`src/design/klbs_pkg.sv`:
```
package klbs_pkg;

  localparam int LedCountDefault = 16;
  localparam logic [31:0] ScanStep = 32'd75;

  typedef enum logic [1:0] {
    CMD_MASK  = 2'd0,
    CMD_BLINK = 2'd1,
    CMD_TICK  = 2'd2,
    CMD_NONE  = 2'd3
  } cmd_t;

  typedef enum logic [0:0] {
    REG_LARGEST = 1'd0,
    REG_REMAP   = 1'd1
  } reg_idx_t;

  typedef struct packed {
    logic [1:0]  cmd;
    logic [15:0] set_mask;
    logic [15:0] clear_mask;
    logic [15:0] on_time;
    logic [15:0] off_time;
  } in_item_t;

  typedef struct packed {
    logic       accepted;
    logic       frame_valid;
    logic [7:0] frame_byte;
    logic [1:0] row_index;
  } out_item_t;

  function automatic logic [15:0] board_remap(input logic [15:0] m);
    logic [15:0] r;
    r = m & 16'hC000;
    if (m[0])  r = r | 16'h0002;
    if (m[1])  r = r | 16'h0008;
    if (m[2])  r = r | 16'h0100;
    if (m[3])  r = r | 16'h0200;
    if (m[4])  r = r | 16'h0040;
    if (m[5])  r = r | 16'h0080;
    if (m[6])  r = r | 16'h0020;
    if (m[7])  r = r | 16'h0010;
    if (m[8])  r = r | 16'h0400;
    if (m[9])  r = r | 16'h0800;
    if (m[10]) r = r | 16'h1000;
    if (m[11]) r = r | 16'h2000;
    if (m[12]) r = r | 16'h0001;
    if (m[13]) r = r | 16'h0004;
    return r;
  endfunction

endpackage

```
`src/design/key_led_matrix_blink_scanner.sv`:
```
// Channel | valid    | stall    | payload
// in      | in_valid | in_stall | in_data  (klbs_pkg::in_item_t)
// out     | out_valid| out_stall| out_data (klbs_pkg::out_item_t)
// cfg     | cfg_we   | -        | cfg_index, cfg_data
//
// Flow: mask and blink commands walk all LED_COUNT entries, each entry read,
// then written back. A tick reads each entry; on each lit blinking LED it
// divides the timer by 10 by constant multiply, runs a 32-step restoring mod
// by on+off and writes back, and it leaves the other entries as they are.
// Rejected and unused commands go straight to the done state.
// Reset: a clearing pass writes zero to all LED_COUNT entries after reset,
// while no item is taken. One output register decouples the sides; a new
// item is taken while a result waits, but the next result stalls in place
// until the output register is free.
module key_led_matrix_blink_scanner #(
  parameter int LED_COUNT = klbs_pkg::LedCountDefault
) (
  input  logic                clk,
  input  logic                rst,
  input  logic                in_valid,
  output logic                in_stall,
  input  klbs_pkg::in_item_t  in_data,
  output logic                out_valid,
  input  logic                out_stall,
  output klbs_pkg::out_item_t out_data,
  input  logic                cfg_we,
  input  logic                cfg_index,
  input  logic [15:0]         cfg_data
);
  import klbs_pkg::*;

  localparam int IW = (LED_COUNT > 1) ? $clog2(LED_COUNT) : 1;
  localparam logic [IW:0] LastIdx = (IW+1)'(LED_COUNT - 1);

  typedef enum logic [6:0] {
    S_CLEAR = 7'b0000001,
    S_IDLE  = 7'b0000010,
    S_READ  = 7'b0000100,
    S_EVAL  = 7'b0001000,
    S_DIV   = 7'b0010000,
    S_WRITE = 7'b0100000,
    S_DONE  = 7'b1000000
  } state_t;

  // entry: {timer, off, on}
  typedef struct packed {
    logic [31:0] timer;
    logic [15:0] off_ms;
    logic [15:0] on_ms;
  } entry_t;

  entry_t mem [LED_COUNT];
  entry_t rd_data;
  logic   mem_we;
  logic [IW-1:0] mem_waddr;
  entry_t mem_wdata;

  state_t state;
  logic [IW:0] idx;
  in_item_t item;
  logic [15:0] largest_key_value;
  logic toggle_remap;
  logic [15:0] lit_mask;
  logic [15:0] shown;
  logic [15:0] bmask;
  logic [1:0] scan_row;
  logic acc;
  out_item_t out_reg;
  logic out_full;
  logic done_fire;

  // divider
  logic [31:0] quo;
  logic [16:0] rem;
  logic [16:0] period;
  logic [5:0]  dstep;

  logic [IW-1:0] ridx;
  assign ridx = idx[IW-1:0];

  always_ff @(posedge clk) begin
    if (mem_we) mem[mem_waddr] <= mem_wdata;
    rd_data <= mem[ridx];
  end

  // timer / 10 = (timer * 0xCCCCCCCD) >> 35
  logic [63:0] q_full;
  assign q_full = rd_data.timer * 32'hCCCC_CCCD;

  logic led_active;
  assign led_active = lit_mask[ridx] && (rd_data.on_ms != 16'd0);

  logic [17:0] rem_sh;
  assign rem_sh = {rem, quo[31]};

  always_comb begin
    mem_we = 1'b0;
    mem_waddr = ridx;
    mem_wdata = rd_data;
    if (state == S_CLEAR) begin
      mem_we = 1'b1;
      mem_wdata = '0;
    end else if (state == S_EVAL) begin
      if (cmd_t'(item.cmd) == CMD_MASK) begin
        if ((item.set_mask[ridx] | item.clear_mask[ridx]) != 1'b0) begin
          mem_we = 1'b1;
          mem_wdata = '0;
        end
      end else if (cmd_t'(item.cmd) == CMD_BLINK) begin
        mem_we = 1'b1;
        if (bmask[ridx]) begin
          mem_wdata.on_ms = item.on_time;
          mem_wdata.off_ms = item.off_time;
          mem_wdata.timer = '0;
        end else begin
          mem_wdata.on_ms = '0;
          mem_wdata.off_ms = '0;
        end
      end
    end else if (state == S_WRITE) begin
      mem_we = 1'b1;
      mem_wdata.timer = rd_data.timer + ScanStep;
    end
  end

  assign in_stall = (state != S_IDLE);
  assign out_valid = out_full;
  assign out_data = out_reg;
  assign done_fire = (state == S_DONE) && (!out_full || !out_stall);

  logic [15:0] m_rm;
  assign m_rm = toggle_remap ? board_remap(in_data.set_mask) : in_data.set_mask;

  // command passes the key limit (and a blink mask is not empty); a tick always passes, an unused command never
  logic cmd_ok;
  always_comb begin
    case (cmd_t'(in_data.cmd))
      CMD_MASK:  cmd_ok = (in_data.set_mask <= largest_key_value) &&
                          (in_data.clear_mask <= largest_key_value);
      CMD_BLINK: cmd_ok = (m_rm <= largest_key_value) && (m_rm != 16'd0);
      CMD_TICK:  cmd_ok = 1'b1;
      default:   cmd_ok = 1'b0;
    endcase
  end

  logic [7:0] window;
  always_comb begin
    window = 8'((shown >> {scan_row, 2'b00}) & 16'h00FF);
  end

  logic [3:0] row_bit;
  assign row_bit = (window != 8'd0) ? (4'd1 << scan_row) : 4'd0;

  always_ff @(posedge clk) begin
    if (rst) begin
      state <= S_CLEAR;
      idx <= '0;
      largest_key_value <= 16'hFFFF;
      toggle_remap <= 1'b0;
      lit_mask <= '0;
      scan_row <= '0;
      out_full <= 1'b0;
    end else begin
      if (cfg_we) begin
        unique case (reg_idx_t'(cfg_index))
          REG_LARGEST: largest_key_value <= cfg_data;
          REG_REMAP:   toggle_remap <= cfg_data[0];
          default: ;
        endcase
      end
      if (done_fire) out_full <= 1'b1;
      else if (out_full && !out_stall) out_full <= 1'b0;
      unique case (state)
        S_CLEAR: begin
          if (idx == LastIdx) begin
            idx <= '0;
            state <= S_IDLE;
          end else idx <= idx + 1'b1;
        end
        S_IDLE: begin
          if (in_valid) begin
            item <= in_data;
            idx <= '0;
            bmask <= m_rm;
            shown <= lit_mask;
            acc <= cmd_ok;
            state <= cmd_ok ? S_READ : S_DONE;
            if (cmd_ok) begin
              case (cmd_t'(in_data.cmd))
                CMD_MASK:  lit_mask <= (lit_mask | in_data.set_mask) & ~in_data.clear_mask;
                CMD_BLINK: lit_mask <= lit_mask | m_rm;
                default: ;
              endcase
            end
          end
        end
        S_READ: state <= S_EVAL;
        S_EVAL: begin
          if (cmd_t'(item.cmd) == CMD_TICK && led_active) begin
            quo <= {3'b000, q_full[63:35]};
            rem <= '0;
            period <= {1'b0, rd_data.on_ms} + {1'b0, rd_data.off_ms};
            dstep <= '0;
            state <= S_DIV;
          end else if (idx == LastIdx) begin
            state <= S_DONE;
          end else begin
            idx <= idx + 1'b1;
            state <= S_READ;
          end
        end
        S_DIV: begin
          // restoring step: remainder bits only, quotient discarded
          if (rem_sh >= {1'b0, period}) rem <= 17'(rem_sh - {1'b0, period});
          else rem <= rem_sh[16:0];
          quo <= {quo[30:0], 1'b0};
          dstep <= dstep + 1'b1;
          if (dstep == 6'd31) state <= S_WRITE;
        end
        S_WRITE: begin
          if (rem > {1'b0, rd_data.on_ms}) shown[ridx] <= 1'b0;
          if (idx == LastIdx) state <= S_DONE;
          else begin
            idx <= idx + 1'b1;
            state <= S_READ;
          end
        end
        S_DONE: begin
          if (done_fire) begin
            state <= S_IDLE;
            if (cmd_t'(item.cmd) == CMD_TICK) begin
              out_reg <= '{acc, 1'b1, {~window[3:0], row_bit}, scan_row};
              scan_row <= scan_row + 1'b1;
            end else begin
              out_reg <= '{acc, 1'b0, 8'd0, 2'd0};
            end
          end
        end
        default: state <= S_IDLE;
      endcase
    end
  end

`ifndef NO_ASSERTIONS
  a_no_take_busy: assert property (@(posedge clk) disable iff (rst)
    (state != S_IDLE) |-> in_stall) else $error("item taken while busy");
  a_out_hold: assert property (@(posedge clk) disable iff (rst)
    (out_valid && out_stall) |=> out_valid) else $error("result dropped");
  a_tick_frame: assert property (@(posedge clk) disable iff (rst)
    (out_valid && out_data.frame_valid) |-> out_data.accepted)
    else $error("frame without accept");
`endif

endmodule
```
`config.mk`:
```
export PLATFORM = sky130hd
export DESIGN_NAME = key_led_matrix_blink_scanner
export DESIGN_NICKNAME = d
export VERILOG_FILES = /design/src/design/klbs_pkg.sv /design/src/design/key_led_matrix_blink_scanner.sv
export SDC_FILE = /design/constraint.sdc
export NUM_CORES = 2
export LEC_CHECK = 0
export BUFFER_PORTS_ARGS = -buffer_cell sky130_fd_sc_hd__buf_2
export CORE_MARGIN = 4
export CORE_UTILIZATION = 60
export DETAILED_ROUTE_END_ITERATION = 8
export GPL_TIMING_DRIVEN = 0
export PLACE_DENSITY = 0.76
export SETUP_SLACK_MARGIN = 0.4
export SLEW_MARGIN = 20
export SYNTH_ARGS = -nofsm -noshare
export SYNTH_HDL_FRONTEND = slang
export SYNTH_SLANG_ARGS = --single-unit
```
`constraint.sdc`:
```
create_clock -name clk -period 8.9 [get_ports clk]
set_input_delay 1.335 -clock clk [delete_from_list [all_inputs] [get_ports clk]]
set_output_delay 1.335 -clock clk [all_outputs]
set_load 0.05 [all_outputs]
```
==> results.md <==
- Number of global-route vias before repair: 43300
- Die width: 349 um
- # rows: 124
- Starting density of the core: 0.608
- Die Ht: 349 um
- Crit path buffers/inverters: 2
- Share of layout cells above drive strength 1: 0.176
- Setup slack at placement: 0.623 ns
- WL per Instance: 30.2 um
- Critical path class: reg2reg
- Total Nets Final: 5802
- Slowest CP cell: dfxtp_1
- Post-cts sizing count: 0
- Slew Limit Fails: 0
- Period minus WS final: 8.22 ns
- Fin crit share: 0.924
- # Post-CTS Setup Buffers: 0
- DRT iter0 DRCs: 5127
- Mapped Area: 69900 um2
- Grt ovf: 0
- CP Max Fanout: 11
- HP Class: reg2reg
- Worst skew pair latency: 0.76 ns
- GPL Wtd Cong: 0.979
- Largest delay share family, worst path: adder cells
- Area leader, netlist: edfxtp_1
- Yosys top cell area share: 0.517
- Max Fclk: 0.122 GHz
- Status: completed
- Syn_nets: 5454
- Initial antenna violation count: 3
- Final hold vios: 0
- Total iterations of the first detailed-routing run: 8
- Vias: 42000
- Worst-Margin Slew: 1.20 ns
- TritonCTS clock tree: done
- Sinks on Clock Net: 1317
- Critical path's most frequent cell: fa_1
- Post-synth EDFFs: 1205
- Arrival time worst endpoint: 8.69 ns
- Top_reg_cell synth: edfxtp_1
- Mean Syn Cell Area: 15.5 um2
- Yosys reg bits: 1317
- Cell count after synthesis: 4520
- First-pass GRT wire length: 288 mm
- Biggest cell delay along the critical path: 0.83 ns
- Die area: 122000 um2
- Largest net degree at the start of global routing: 30
- Hold buffers post-CTS: 0
- Max_slew headroom: 0.198
- Top post-synthesis cells by count: edfxtp_1, inv_1, ha_1
- Worst setup EP type: flip-flop
- CTS root buf: clkbuf_16
- WP data required: 9.36 ns
- Synth warnings: 0
- I/O pin cnt: 102
- Multi-input logic area: 28700 um2
- CTS max path bufs: 3
- Most common cell in the netlist: edfxtp_1
- Post-DP HPWL: 136 mm
- P&R area growth vs syn: 12.7%
- CTS Buf Count: 132
- Max-Cap Viols: 0
- Total routed wirelength: 196 mm
- Worst setup margin: 0.678 ns
- Largest cells by area after synthesis: edfxtp_1, fa_1, mux4_2
- Via/cell ratio: 6.46
- Fillers: 7352
- Residual DRC: 0
- # port buffers: 100
- Post-synth ARST share: 0
- RSZ-0062 raised after global routing: false
- Min Hold Slack: 0.450 ns
- Cells along the critical path: ha_1, xnor2_1, ha_1, or2_2, fa_1, fa_1, fa_1, fa_1, fa_1, inv_1, fa_1, inv_1, ha_1, nand4_1, nor2_1, nand4_1, nor4b_1, a211oi_2, a211oi_1, o21ai_0, o21bai_1, xnor2_1, a21oi_1
- H-tree depth: 4
- Gr usage total: 0.326
- Worst Skew: 0.0440 ns
- Final setup viols: 0
- Clock slew at reported path FFs: 0.07 ns
- Final ANT Viol Nets: 0
- Startpoint types: flip-flop
- Seq. cell area: 38400 um2
- CORE AREA: 115000 um2
- Seq/Total Area, Yosys: 0.549
- Netlist cell types: 85
flip-flops by register name, summed over array words and instances, names as in the netlist, 7 cells and up:
name / flops
bmask: 14
item: 66
largest_key_value: 16
lit_mask: 16
mem: 1024
out_data: 12
period: 17
quo: 32
rd_data: 64
rem: 17
shown: 16
state: 7
area by class of cell:
type                            count  area share
Clock buffer                      172      0.0456
Multi-Input combinational cell   2403       0.364
Clock inverter                     71      0.0112
Inverter                          663      0.0316
Tap cell                         1512      0.0240
Sequential cell                  1317       0.487
Timing Repair Buffer              214      0.0290
Antenna cell                        5    0.000159
Buffer                            137     0.00746
routing by layer:
layer / vias up / GRT usage / wire, um
li1: 17300 / - / -
met1: 21500 / 0.448 / 74200
met2: 2638 / 0.529 / 94800
met3: 525 / 0.0602 / 18400
met4: 2 / 0.123 / 8600
met5: - / 0 / 16
metrics by stage:
step | util | area (um2) | cells | setup TNS, ns
5_1_grt | 0.686 | 78900 | 6490 | 0
3_5_place_dp | 0.646 | 74300 | 6245 | 0
6_report | 0.686 | 78900 | 6494 | 0
3_3_place_gp | 0.629 | 72300 | 6132 | -3002.38
4_1_cts | 0.685 | 78700 | 6488 | 0
2_1_floorplan | - | 69900 | 4520 | 0
worst reg2reg max path, cell delays in order (launching register included):
cell,delay [ns]
dfxtp_1,0.83
ha_1,0.43
xnor2_1,0.22
ha_1,0.31
or2_2,0.33
fa_1,0.55
fa_1,0.48
fa_1,0.53
fa_1,0.43
fa_1,0.49
inv_1,0.05
fa_1,0.47
inv_1,0.04
ha_1,0.36
nand4_1,0.20
nor2_1,0.21
nand4_1,0.14
nor4b_1,0.33
a211oi_2,0.21
a211oi_1,0.48
o21ai_0,0.27
o21bai_1,0.30
xnor2_1,0.18
a21oi_1,0.09
placed cells by master (no fill, tap or decap), drive strengths merged, types with 90 or more instances in the layout:
| cell | instances |
|---|---|
| nand2 | 152 |
| nor2 | 140 |
| ha | 456 |
| edfxtp | 1205 |
| mux4 | 334 |
| buf | 240 |
| a21oi | 134 |
| clkbuf | 283 |
| inv | 669 |
| o21ai | 115 |
| nand3 | 90 |
| dfxtp | 112 |
| fa | 390 |
cells by family (layout without fill, tap and decap cells):
family	count (synthesis)	count (layout)	share of synthesized area
buffers and inverters	800	1257	0.0435
multiplexers	380	380	0.114
adder cells (fa/ha/maj)	846	846	0.193
other	0	5	0
XOR/XNOR	105	105	0.0131
AND/OR/NAND/NOR	594	594	0.0420
AO/OA/AOI/OAI	478	478	0.0445
flip-flops	1317	1317	0.549
final timing paths:
path	start	to	slack, ns	cells past startpoint
min	acc$_DFFE_PP_	out_data[11]$_DFFE_PP_	0.45	0
min reg2reg	acc$_DFFE_PP_	out_data[11]$_DFFE_PP_	0.45	0
max	rd_data[32]$_DFF_P_	quo[20]$_DFFE_PP_	0.68	23
max reg2reg	rd_data[32]$_DFF_P_	quo[20]$_DFFE_PP_	0.68	23
Power is left out: the tool's default activity adds up to more than one toggle a clock period on the data nets, which glitch-free logic cannot reach.
